`src/design/bgcd_pkg.sv`:
```
// Shared types and constants for the binary GCD block.
package bgcd_pkg;

    localparam int unsigned FIELD_WIDTH = 32;

    typedef enum logic [2:0] {
        ST_IDLE,
        ST_CHECK,
        ST_COMMON,
        ST_REDUCE,
        ST_FINISH
    } state_t;

    typedef enum logic [2:0] {
        OP_HOLD,
        OP_LOAD,
        OP_HALVE_BOTH,
        OP_HALVE_A,
        OP_HALVE_B,
        OP_SUBTRACT
    } op_t;

    typedef struct packed {
        op_t  op;
        logic out_load;
    } cmd_t;

    typedef struct packed {
        logic a_zero;
        logic b_zero;
        logic a_even;
        logic b_even;
    } status_t;

endpackage

```
`src/design/binary_gcd.sv`:
```
// Binary GCD unit: top level joining controller and datapath.
//
// Usage:
//   The operand channel takes first_value and second_value as one word
//   when operand_valid is high and operand_stall is low. The result
//   channel offers divisor, the greatest common divisor of the two
//   operands (zero only when both are zero), under result_valid; the
//   receiver holds result_stall high to keep the word waiting.
//   One word is worked on at a time: operand_stall stays high from the
//   accepting edge until the result has moved into the output register.
//   Steps: load, zero check, a halving of both per common factor of two,
//   a halving or subtract step at a time, a step to leave each of those
//   loops, then registering the result; a zero operand goes from the
//   zero check straight to the result. Each halving or subtract step
//   drops an operand bit. The iteration loop through the shared
//   subtract/halve unit sets the time taken.
//   A stalled result waits in the output register and the next operand
//   word is taken meanwhile; the following result is held back in the
//   controller until the output register frees up.
//   Reset clears the controller to idle and drops any held result.
module binary_gcd
    import bgcd_pkg::*;
#(
    parameter int unsigned OPERAND_WIDTH = 32
)
(
    input  logic                   clk,
    input  logic                   rst_n,
    input  logic                   operand_valid,
    output logic                   operand_stall,
    input  logic [FIELD_WIDTH-1:0] first_value,
    input  logic [FIELD_WIDTH-1:0] second_value,
    output logic                   result_valid,
    input  logic                   result_stall,
    output logic [FIELD_WIDTH-1:0] divisor
);

    cmd_t    cmd;
    status_t status;

    // Sequence the algorithm from the operand flags.
    bgcd_ctrl u_ctrl
    (
        .clk           (clk),
        .rst_n         (rst_n),
        .operand_valid (operand_valid),
        .operand_stall (operand_stall),
        .result_valid  (result_valid),
        .result_stall  (result_stall),
        .status        (status),
        .cmd           (cmd)
    );

    // Hold the operands, the count of shared twos and the result word.
    bgcd_datapath #(
        .W (OPERAND_WIDTH)
    ) u_datapath
    (
        .clk          (clk),
        .cmd          (cmd),
        .first_value  (first_value),
        .second_value (second_value),
        .status       (status),
        .divisor      (divisor)
    );

endmodule

```
`src/design/bgcd_ctrl.sv`:
```
// Controller state machine for the binary GCD block.
module bgcd_ctrl
    import bgcd_pkg::*;
(
    input  logic    clk,
    input  logic    rst_n,
    input  logic    operand_valid,
    output logic    operand_stall,
    output logic    result_valid,
    input  logic    result_stall,
    input  status_t status,
    output cmd_t    cmd
);

    state_t state_reg, state_next;
    logic   result_valid_reg, result_valid_next;
    logic   out_free;

    assign out_free = !result_valid_reg || !result_stall;

    always_comb
    begin
        state_next = state_reg;
        case (state_reg)
            ST_IDLE:
            begin
                if (operand_valid)
                    state_next = ST_CHECK;
            end
            ST_CHECK:
            begin
                if (status.a_zero || status.b_zero)
                    state_next = ST_FINISH;
                else
                    state_next = ST_COMMON;
            end
            ST_COMMON:
            begin
                if (!(status.a_even && status.b_even))
                    state_next = ST_REDUCE;
            end
            ST_REDUCE:
            begin
                if (status.b_zero)
                    state_next = ST_FINISH;
            end
            ST_FINISH:
            begin
                if (out_free)
                    state_next = ST_IDLE;
            end
            default: state_next = ST_IDLE;
        endcase
    end

    always_comb
    begin
        cmd.op       = OP_HOLD;
        cmd.out_load = 1'b0;
        case (state_reg)
            ST_IDLE:
            begin
                if (operand_valid)
                    cmd.op = OP_LOAD;
            end
            ST_CHECK:
            begin
                cmd.op = OP_HOLD;
            end
            ST_COMMON:
            begin
                if (status.a_even && status.b_even)
                    cmd.op = OP_HALVE_BOTH;
            end
            ST_REDUCE:
            begin
                if (status.b_zero)
                    cmd.op = OP_HOLD;
                else if (status.a_even)
                    cmd.op = OP_HALVE_A;
                else if (status.b_even)
                    cmd.op = OP_HALVE_B;
                else
                    cmd.op = OP_SUBTRACT;
            end
            ST_FINISH:
            begin
                cmd.out_load = out_free;
            end
            default: cmd.op = OP_HOLD;
        endcase
    end

    // Set on a new result, clear once the held word is taken.
    always_comb
    begin
        if (cmd.out_load)
            result_valid_next = 1'b1;
        else
            result_valid_next = result_valid_reg && result_stall;
    end

    always_ff @(posedge clk or negedge rst_n)
    begin
        if (!rst_n)
        begin
            state_reg        <= ST_IDLE;
            result_valid_reg <= 1'b0;
        end
        else
        begin
            state_reg        <= state_next;
            result_valid_reg <= result_valid_next;
        end
    end

    assign operand_stall = (state_reg != ST_IDLE);
    assign result_valid  = result_valid_reg;

endmodule

```
`src/design/bgcd_datapath.sv`:
```
// Operand registers, shared subtract/halve unit and result register.
module bgcd_datapath
    import bgcd_pkg::*;
#(
    parameter int unsigned W = 32
)
(
    input  logic                   clk,
    input  cmd_t                   cmd,
    input  logic [FIELD_WIDTH-1:0] first_value,
    input  logic [FIELD_WIDTH-1:0] second_value,
    output status_t                status,
    output logic [FIELD_WIDTH-1:0] divisor
);

    localparam int unsigned TW = $clog2(W);

    logic [W-1:0]           a_reg, a_next;
    logic [W-1:0]           b_reg, b_next;
    logic [TW-1:0]          twos_reg, twos_next;
    logic [FIELD_WIDTH-1:0] divisor_reg, divisor_next;

    logic [W-1:0]           a_load, b_load;
    logic [W-1:0]           diff_ab, diff_ba;
    logic                   a_gt_b;
    logic [W-1:0]           shifted;
    logic [FIELD_WIDTH-1:0] result_word;

    // Fit the fixed-width fields to the operand width.
    generate
        if (W <= FIELD_WIDTH)
        begin : g_narrow_in
            assign a_load = first_value[W-1:0];
            assign b_load = second_value[W-1:0];
        end
        else
        begin : g_wide_in
            assign a_load = {{(W-FIELD_WIDTH){1'b0}}, first_value};
            assign b_load = {{(W-FIELD_WIDTH){1'b0}}, second_value};
        end
    endgenerate

    assign diff_ab = a_reg - b_reg;
    assign diff_ba = b_reg - a_reg;
    assign a_gt_b  = (a_reg > b_reg);

    // b is zero at the end of the loop and twos is zero for a zero operand.
    assign shifted = (a_reg | b_reg) << twos_reg;

    generate
        if (W >= FIELD_WIDTH)
        begin : g_wide_out
            assign result_word = shifted[FIELD_WIDTH-1:0];
        end
        else
        begin : g_narrow_out
            assign result_word = {{(FIELD_WIDTH-W){1'b0}}, shifted};
        end
    endgenerate

    always_comb
    begin
        a_next    = a_reg;
        b_next    = b_reg;
        twos_next = twos_reg;
        case (cmd.op)
            OP_HOLD:
            begin
                a_next = a_reg;
            end
            OP_LOAD:
            begin
                a_next    = a_load;
                b_next    = b_load;
                twos_next = '0;
            end
            OP_HALVE_BOTH:
            begin
                a_next    = a_reg >> 1;
                b_next    = b_reg >> 1;
                twos_next = twos_reg + TW'(1);
            end
            OP_HALVE_A:
            begin
                a_next = a_reg >> 1;
            end
            OP_HALVE_B:
            begin
                b_next = b_reg >> 1;
            end
            OP_SUBTRACT:
            begin
                // Both odd: keep the smaller, halve the even difference.
                if (a_gt_b)
                begin
                    a_next = b_reg;
                    b_next = diff_ab >> 1;
                end
                else
                begin
                    b_next = diff_ba >> 1;
                end
            end
            default: a_next = a_reg;
        endcase
    end

    assign divisor_next = cmd.out_load ? result_word : divisor_reg;

    always_ff @(posedge clk)
    begin
        a_reg       <= a_next;
        b_reg       <= b_next;
        twos_reg    <= twos_next;
        divisor_reg <= divisor_next;
    end

    assign status.a_zero = (a_reg == '0);
    assign status.b_zero = (b_reg == '0);
    assign status.a_even = !a_reg[0];
    assign status.b_even = !b_reg[0];
    assign divisor       = divisor_reg;

endmodule

```
`config.mk`:
```
export PLATFORM = sky130hd
export DESIGN_NAME = binary_gcd
export DESIGN_NICKNAME = d
export VERILOG_FILES = /design/src/design/bgcd_pkg.sv /design/src/design/binary_gcd.sv /design/src/design/bgcd_ctrl.sv /design/src/design/bgcd_datapath.sv
export SDC_FILE = /design/constraint.sdc
export NUM_CORES = 1
export LEC_CHECK = 0
export BUFFER_PORTS_ARGS = -buffer_cell sky130_fd_sc_hd__buf_2
export CAP_MARGIN = 20
export CORE_ASPECT_RATIO = 0.9
export CORE_MARGIN = 3
export CORE_UTILIZATION = 35
export CTS_BUF_LIST = sky130_fd_sc_hd__clkbuf_4
export CTS_CLUSTER_DIAMETER = 80
export DETAILED_ROUTE_END_ITERATION = 6
export PLACE_DENSITY = 0.5
export SYNTH_ARGS = -nofsm -noshare
export SYNTH_HDL_FRONTEND = slang
export SYNTH_SLANG_ARGS = --single-unit
```
`constraint.sdc`:
```
create_clock -name clk -period 7.25 [get_ports clk]
set_input_delay 0.725 -clock clk [delete_from_list [all_inputs] [get_ports clk]]
set_output_delay 0.725 -clock clk [all_outputs]
set_load 0.02 [all_outputs]
```
Word level (Yosys, flattened, before mapping)

Index checks and enable logic that the tools add are counted.

Add/sub/neg operators: 3
$mul: 0
Div/mod/pow operators: 0
Magnitude comparators: 1
Equality and inequality tests: 14
Shifts and indexed selects: 1
Muxes and demuxes: 19
Bitwise logic cells: 1
Reduce and logical (&&, ||, !) cells: 19

Operators by type and width:

| operator                                              | number |
|---|---|
| case mux 32 bit (3 select lines)                      | 2 |
| zero test 32 bit                                      | 2 |
| subtractor 32 bit                                     | 2 |
| > comparator 32 bit                                   | 1 |
| two-way mux 32 bit                                    | 1 |
| bitwise OR 32 bit                                     | 1 |
| left shift 32 x 5 -> 32 bit                           | 1 |
| two-way mux 31 bit                                    | 1 |
| two-way mux 3 bit                                     | 7 |
| case mux 3 bit (5 select lines)                       | 1 |
| equality test 3 x 2 -> 1 bit, second input constant   | 4 |
| case mux 5 bit (2 select lines)                       | 1 |
| equality test 3 bit, second input constant            | 3 |
| case mux 3 bit (3 select lines)                       | 1 |
| nonzero test 3 bit                                    | 3 |
| equality test 3 x 1 -> 1 bit, second input constant   | 2 |
| inequality test 2 x 1 -> 1 bit, second input constant | 3 |
| adder 5 x 1 -> 5 bit, second input constant           | 1 |
| zero test 1 bit                                       | 4 |
| two-way mux 1 bit                                     | 4 |
| inequality test 2 bit, second input constant          | 2 |
| AND reduction 4 bit                                   | 1 |
| OR reduction 2 bit                                    | 2 |
| zero test 3 bit                                       | 1 |
| 5 further kinds                                       | 7 |

Register bits after elaboration: 105
Bits in latches: 0
Memory bits (writable): 0
Memory bits (read-only): 0
Bits of input ports: 68
Output and inout port bits: 34
Word-level logic and storage cells: 64
Memories kept: 0

Depth between registers and ports, before layout

Gate-level depths: netlist (run 1).

Depth in word-level cells: 8
Gate-level depth with buffers: 16
Mapped depth without buffers: 14

By module

A second synthesis (run 1) with hierarchy kept.

Cell total of the unflattened synthesis: 1162
Area, all modules: 10428.8 µm²

By module, submodules not included:

| module        | instances | cells each | area an instance (µm²) | sequential area each (µm²) |
|---|---|---|---|---|
| bgcd_datapath | 1         | 1132       | 10147.2                | 3032.9 |
| bgcd_ctrl     | 1         | 30         | 281.5                  | 100.1 |

Least setup slack after synthesis (run 1)

Ideal clock, no wire load.

Kind: reg-to-reg
From: reg u_datapath.b_reg[6]
To: reg u_datapath.a_reg[0], enable pin
Library setup time: 470 ps
Arrival time: 4571 ps
Required time: 6780 ps
Slack: 2208 ps
Cell stages (with the launch flop): 11
Path buffers: 2
Period minus slack after synthesis: 5042 ps
Cells stage by stage: edfxtp_1 -> inv_1 -> ha_1 -> buf_6 -> nor4_1 -> or3_1 -> nand3_1 -> a221oi_2 -> o21bai_2 -> clkbuf_1 -> a21boi_0

Longest elaborated chain between the ends: 7
Elaborated cells on any way between the ends: 12
Those cells by class: 1 x order compare; 5 x eq/ne; 2 x mux; 4 x reduce/logical

RTL lines:

| what                                   | RTL line             | text |
|---|---|---|
| start: declaration                     | bgcd_datapath.sv:19  | `logic [W-1:0] b_reg, b_next;` |
| start signal: assignment               | bgcd_datapath.sv:113 | `b_reg <= b_next;` |
| zero test 32 bit                       | bgcd_datapath.sv:119 | `assign status.b_zero = (b_reg == '0);` |
| two-way mux 3 bit                      | bgcd_ctrl.sv:77      | `if (status.b_zero)` |
| case mux 3 bit (3 select lines)        | bgcd_ctrl.sv:60      | `case (state_reg)` |
| equality test 3 x 2 -> 1 bit           | bgcd_datapath.sv:66  | `case (cmd.op)` |
| OR reduction 2 bit (no source line)    | -                    |  |
| nonzero test 3 bit (no source line)    | -                    |  |
| AND reduction 2 bit (no source line) * | -                    |  |
| end signal: assignment                 | bgcd_datapath.sv:112 | `a_reg <= a_next;` |
| end: declaration                       | bgcd_datapath.sv:18  | `logic [W-1:0] a_reg, a_next;` |

Mark *: on every way between the ends. The rest lies on a longest branch, timed or not.
A chain may end at the register's enable or synchronous reset.

Final worst setup path (run 1)

From: reg u_datapath.b_reg[19]
To: reg u_datapath.b_reg[23] (data pin)

Longest elaborated chain between the ends: 6
Elaborated cells on any way between the ends: 13
Those cells by class: 2 x add/sub; 1 x order compare; 4 x eq/ne; 4 x mux; 2 x reduce/logical

RTL lines:

| what                                                                      | RTL line |
|---|---|
| parallel branches: the longest is 5 deep, another holds subtractor 32 bit | - |
| case mux 32 bit (3 select lines) *                                        | bgcd_datapath.sv:66 |
| net u_datapath.b_next[23]                                                 | bgcd_datapath.sv:19 |

Mark *: on every way through the listed nets, which the timed path passes.

==> results_dict.tcl, run 1 <==
set metrics [dict create \
    status "complete, but fails checks" \
    violations "DRC" \
    drc 1 \
    cts_resized 0 \
    groute.usage.overall 0.230 \
    cts_tree "done" \
    initial_utilization 0.357 \
    crit_chain "inv_1 -> ha_1 -> nor4_1 -> nand4b_1 -> a221oi_2 -> o21ba_2 -> mux2_2 -> a41oi_2 -> xnor2_1 -> o21ai_1" \
    grt_max_degree 46 \
    htree_levels 3 \
    clk_path_buf_depth 2 \
    drive_gt1_frac 0.154 \
    fmax_ghz 0.230 \
    slowest_stage "nor4_1" \
    via_count 9104 \
    path_class "reg -> reg" \
    crit_path_start_kind "flip-flop" \
    setup_viol 0 \
    fillers 2909 \
    rsz0062_at_grt "no" \
    worst_setup_path_end_kind "flip-flop" \
    vias_per_cell 5.81 \
    cp.arrival_ns 4.64 \
    synthArstFlopShare 0.0381 \
    period_needed_ns 4.34 \
    wl_um 35700 \
    ant_nets 0 \
    post_synth.cell_area_avg_sq_um 8.82 \
    cp_slowest_stage_delay_ns 0.81 \
    m1WireLength_um 17600 \
    drt-initial-drc-count 1054 \
    ys_types 77 \
    min_path_type "in -> reg" \
    antenna_found_initial 1 \
    syn_area_sq_um 10000 \
    nets 1369 \
    cts_hold_buffers 1 \
    detailed_place_hpwl_um 27800 \
    die_x_um 184 \
    fin_crit_sh 0.599 \
    slew_viol_final 0 \
    synth_area_leader_cell "edfxtp_1" \
    route.met2.wl_um 14900 \
    grt-ovfl-total 0 \
    clkSinkCount 105 \
    cts_buffers 9 \
    clkTransAtPathRegs_ns 0.19 \
    post_cts_buffers 0 \
    syn_inst 1134 \
    synthDominantCellAreaShare 0.303 \
    grt_pass1_vias 8738 \
    maxSlewHeadroom 0.257 \
    seqCellArea_sq_um 3130 \
    wl_per_cell_um 22.8 \
    final.setup.tns_ns 0 \
    routed.top_layer "met4" \
    hold_viol_final 0 \
    grt_pass1_wl_um 53900 \
    gp_congestion 0.930 \
    synth_seq_cells 105 \
    synth_area_leaders "edfxtp_1 (30%), ha_1 (12%), a21oi_1 (4.8%)" \
    hold-worst-slack_ns 0.444 \
    row_count 58 \
    crit_fanout 30 \
    multi_input_area_sq_um 6200 \
    firstDrtPassIters 7 \
    cp_top_family "compound AO/OA/AOI/OAI gates" \
    die_area_sq_um 30700 \
    crit_buf_inv 1 \
    insertion_delay_ns 0.55 \
    critPathRequiredTime_ns 7.55 \
    maxCapViolCount 0 \
    syn2layout_area_growth_pct 9.67 \
    synth_ff_type "edfxtp_1" \
    cts_root_buffer "clkbuf_4" \
    synth_edf_count 101 \
    finClkSkew_ns 0.0425 \
    io_buffers 101 \
    tightest_slew_ns 1.10 \
    yosysSeqAreaShare 0.313 \
    yosys_warnings 0 \
    core-area_sq_um 28000 \
    die_h_um 166 \
    route.met3.wl_um 2580 \
    ioPinCount 102 \
    synth_nets 1300 \
]
[per-stage QoR]
stage,utilization,std cells,worst slack [ns],instance area [sq um]
6_report,0.392,1568,2.91,11000
3_3_place_gp,0.386,1550,2.97,10800
4_1_cts,0.391,1566,2.98,11000
2_1_floorplan,-,1134,2.21,10000
5_1_grt,0.392,1568,2.75,11000
3_5_place_dp,0.386,1550,3.00,10800
[metal layers]
| layer | up-vias | global-route usage |
|---|---|---|
| met1 | 4401 | 0.359 |
| met4 | 0 | 0.0539 |
| met3 | 41 | 0.0333 |
| met5 | - | 0 |
| li1 | 4287 | - |
| met2 | 375 | 0.332 |
[cells by family (layout without fill, tap and decap cells)]
family / Yosys count / after routing / synth area share
other: 0 / 1 / 0
flip-flops: 105 / 105 / 0.313
XOR/XNOR: 33 / 33 / 0.0289
adder cells (fa/ha/maj): 98 / 98 / 0.124
buffers and inverters: 173 / 246 / 0.0704
AND/OR/NAND/NOR: 308 / 308 / 0.146
AO/OA/AOI/OAI: 354 / 354 / 0.233
multiplexers: 63 / 63 / 0.0849
[layout make-up]
type / instances / share of cell area
timing repair buffer: 118 / 0.0579
tap: 360 / 0.0410
clock inverter: 4 / 0.00410
inverter: 113 / 0.0387
sequential: 105 / 0.286
antenna: 1 / 0.000228
multi-input combinational: 856 / 0.565
clock buffer: 11 / 0.00753
[cell usage in the layout (no fill, tap or decap), types with 4 or more instances in the layout]
master    count
inv_1       110
edfxtp_1    101
mux2_2       15
nor3_1       16
o211ai_1      6
nand2_1     107
nor2_1       84
o21ai_1      11
ha_1         96
a31oi_1       5
o22ai_1      11
a22oi_1      63
dfrtp_1       4
a211o_1       4
clkinv_1      4
a21oi_1      95
xor2_1        4
a311oi_1      4
o31ai_1      11
o21bai_1     18
nor4_1       28
a21o_1        9
o21ai_0      57
and2_1       11
nand4_1       9
buf_2       101
a211oi_1     19
buf_4        16
mux4_2       16
nand3_1      12
nand2b_1      4
xnor2_1      29
mux2i_1      32
clkbuf_4     11
nor2b_1      12
or3_1         4
[worst paths after layout]
check / start / to / slack, ns / depth (start not counted)
worst max-delay path: u_datapath.b_reg[19]$_DFFE_PP_ / u_datapath.b_reg[23]$_DFFE_PP_ / 2.91 / 10
worst min-delay path: first_value[28] / u_datapath.a_reg[28]$_DFFE_PP_ / 0.44 / 3
worst max register to register: u_datapath.b_reg[19]$_DFFE_PP_ / u_datapath.b_reg[23]$_DFFE_PP_ / 2.91 / 10
worst min register to register: u_ctrl.state_reg[2]$_DFFE_PN0P_ / u_ctrl.state_reg[1]$_DFFE_PN0P_ / 0.53 / 1
max in group asynchronous: rst_n / u_ctrl.result_valid$_DFF_PN0_ / 6.60 / 2
min in group asynchronous: rst_n / u_ctrl.state_reg[2]$_DFFE_PN0P_ / 0.52 / 2
[synth_stat cells (all sizes together), types with 6 or more instances]
| library cell | count |
|---|---|
| mux4 | 16 |
| a21oi | 96 |
| a211oi | 19 |
| nor2 | 86 |
| nor2b | 12 |
| nor4 | 29 |
| o211ai | 6 |
| a21o | 9 |
| buf | 19 |
| edfxtp | 101 |
| clkbuf | 41 |
| o31ai | 12 |
| xnor2 | 29 |
| nand3 | 12 |
| o21ai | 71 |
| nand2 | 108 |
| nor3 | 19 |
| ha | 96 |
| a31oi | 6 |
| inv | 111 |
| o22ai | 11 |
| nand4 | 9 |
| and2 | 11 |
| a22oi | 63 |
| mux2 | 15 |
| o21bai | 19 |
| mux2i | 32 |
[worst reg2reg max path, stage by stage, from the launching register on]
cell,delay [ns]
edfxtp_1,0.54
inv_1,0.11
ha_1,0.41
nor4_1,0.81
nand4b_1,0.27
a221oi_2,0.30
o21ba_2,0.74
mux2_2,0.48
a41oi_2,0.23
xnor2_1,0.14
o21ai_1,0.07
Power of run 1 is left out: the tool's default activity adds up to more than one toggle a clock period on the data nets, which glitch-free logic cannot reach.
==> inputs of run 2 (changes only) <==
- ABC_AREA: unset -> 1
- clock period: 7.25 -> 4.2 ns (I/O delays scaled with it)
==> results_dict.tcl, run 2 <==
set metrics [dict create \
    grt-ovfl-total 0 \
    syn2layout_area_growth_pct 9.19 \
    min_path_type "in -> reg" \
    syn_area_sq_um 11700 \
    timing.rr.end "u_datapath.a_reg[28]$_DFFE_PP_" \
    core-area_sq_um 32400 \
    nets 2068 \
    final.setup.tns_ns 0 \
    hold_end "u_datapath.a_reg[25]$_DFFE_PP_" \
    die_h_um 179 \
    clkSinkCount 105 \
    vias_per_cell 5.15 \
    maxSlewHeadroom 0.296 \
    period_needed_ns 3.97 \
    grt_pass1_vias 11600 \
    final_cell_mix "nand2_1 (645), inv_1 (255), nand3_1 (155)" \
    cts_tree "done" \
    firstDrtPassIters 7 \
    insertion_delay_ns 0.55 \
    via_count 12000 \
    rsz0062_at_grt "no" \
    wl_per_cell_um 19.5 \
    ioPinCount 102 \
    antenna_found_initial 2 \
    reg2reg_depth 8 \
    clkTransAtPathRegs_ns 0.20 \
    synth_ff_type "edfxtp_1" \
    critPathRequiredTime_ns 4.50 \
    worstHoldStart "first_value[25]" \
    synth_seq_cells 105 \
    rr_startpoint "u_datapath.b_reg[2]$_DFFE_PP_" \
    drt-initial-drc-count 1012 \
    status "complete, but fails checks" \
    initial_utilization 0.361 \
    drive_gt1_frac 0.105 \
    row_count 62 \
    wl_um 45400 \
    io_buffers 101 \
    min_delay_path_depth 3 \
    mostFrequentLayoutCell "nand2_1" \
    grt_pass1_wl_um 69200 \
    violations "DRC" \
    yosys_warnings 0 \
    fin_crit_sh 0.945 \
    ys_types 41 \
    die_area_sq_um 35600 \
    yosysMostFrequentCell "nand2_1" \
    setup_viol 0 \
    synthArstFlopShare 0.0381 \
    crit_path_start_kind "flip-flop" \
    clk_path_buf_depth 2 \
    synth_edf_count 101 \
    crit_fanout 32 \
    tightest_slew_ns 1.06 \
    cts_buffers 9 \
    fin_util 0.394 \
    post_cts_buffers 0 \
    cp.arrival_ns 4.27 \
    slew_viol_final 0 \
    synth_area_leaders "edfxtp_1 (26%), nand2_1 (21%), ha_1 (10%)" \
    path_class "reg -> reg" \
    ant_nets 0 \
    worst_setup_path_end_kind "flip-flop" \
    hold_viol_final 0 \
    syn_inst 1828 \
    drc 1 \
    grt_max_degree 41 \
    synth_area_leader_cell "edfxtp_1" \
    post_synth.cell_area_avg_sq_um 6.40 \
    die_x_um 199 \
    synthDominantCellAreaShare 0.259 \
    finClkSkew_ns 0.0221 \
    ys_top_cells_by_count "nand2_1 (645), inv_1 (255), nand3_1 (155), nor2_1 (154), edfxtp_1 (101)" \
    cts_root_buffer "clkbuf_4" \
    groute.usage.overall 0.252 \
    r2r_setup_slack_ns 0.23 \
    maxCapViolCount 0 \
    cts_resized 0 \
    gp_congestion 0.966 \
    detailed_place_hpwl_um 37300 \
    fmax_ghz 0.252 \
    htree_levels 3 \
    yosysSeqAreaShare 0.268 \
    synth_nets 1994 \
]
## run 2: logic make-up after synthesis
logic type | share of synthesized area
AO/OA/AOI/OAI | 0.100
XOR/XNOR | 0.0210
adder cells (fa/ha/maj) | 0.106
buffers and inverters | 0.117
flip-flops | 0.268
multiplexers | 0.0145
AND/OR/NAND/NOR | 0.373
## run 2: area by class of cell
class / instances / area [sq um]
diodes: 1 / 2.50
flip-flops and latches: 105 / 3130
inverters: 286 / 1070
well taps: 416 / 520
multi-input cells: 1380 / 7200
clock buffers: 10 / 75.1
fillers: 3620 / 19700
clock inverters: 6 / 75.1
repair buffers: 120 / 688
## run 2: per-stage QoR
step                setup slack (ns)  hold WS [ns]  instances  instance area (sq um)
finish                         0.232         0.129       2324                  12800
global route                  0.0570         0.114       2324                  12800
CTS                            0.211         0.104       2322                  12700
detailed placement             0.253         0.235       2305                  12600
global placement               0.263         0.230       2305                  12600
floorplan                       1.21         0.124       1828                  11700
## run 2: worst max-delay path, cell delays in order, from the launching register on
cell and delay, ns:
edfxtp_1 0.50, inv_1 0.10, ha_1 0.43, nor4_1 0.83, nand4_4 0.58, nand2_4 0.62, nand2_1 0.23, o21a_1 0.19
buf_12 0.19
## run 2: worst max path at each step
stage	slack (ns)	start	endpoint	depth (start not counted)
6_report	0.23	u_datapath.b_reg[2]$_DFFE_PP_	u_datapath.a_reg[28]$_DFFE_PP_	8
5_1_grt	0.06	u_datapath.b_reg[1]$_DFFE_PP_	u_datapath.a_reg[20]$_DFFE_PP_	8
4_1_cts	0.21	u_datapath.b_reg[2]$_DFFE_PP_	u_datapath.a_reg[20]$_DFFE_PP_	8
3_5_place_dp	0.25	u_datapath.b_reg[2]$_DFFE_PP_	u_datapath.a_reg[26]$_DFFE_PP_	8
3_3_place_gp	0.26	u_datapath.b_reg[1]$_DFFE_PP_	u_datapath.a_reg[26]$_DFFE_PP_	8
2_1_floorplan	1.21	u_datapath.b_reg[6]$_DFFE_PP_	u_datapath.a_reg[0]$_DFFE_PP_	15
## run 2: timing repair
item                                    in CTS  in global routing
hold buffers                                 1                  0
endpoints found under the setup margin       0                  0
endpoints found under the hold margin        4                  0
## run 2: routing by layer
metal	track usage	share of wire
met2	0.399	0.44
met5	0	0.00031
met4	0.0669	0.024
met1	0.365	0.48
met3	0.0301	0.051
Power of run 2 is left out for the same reason.
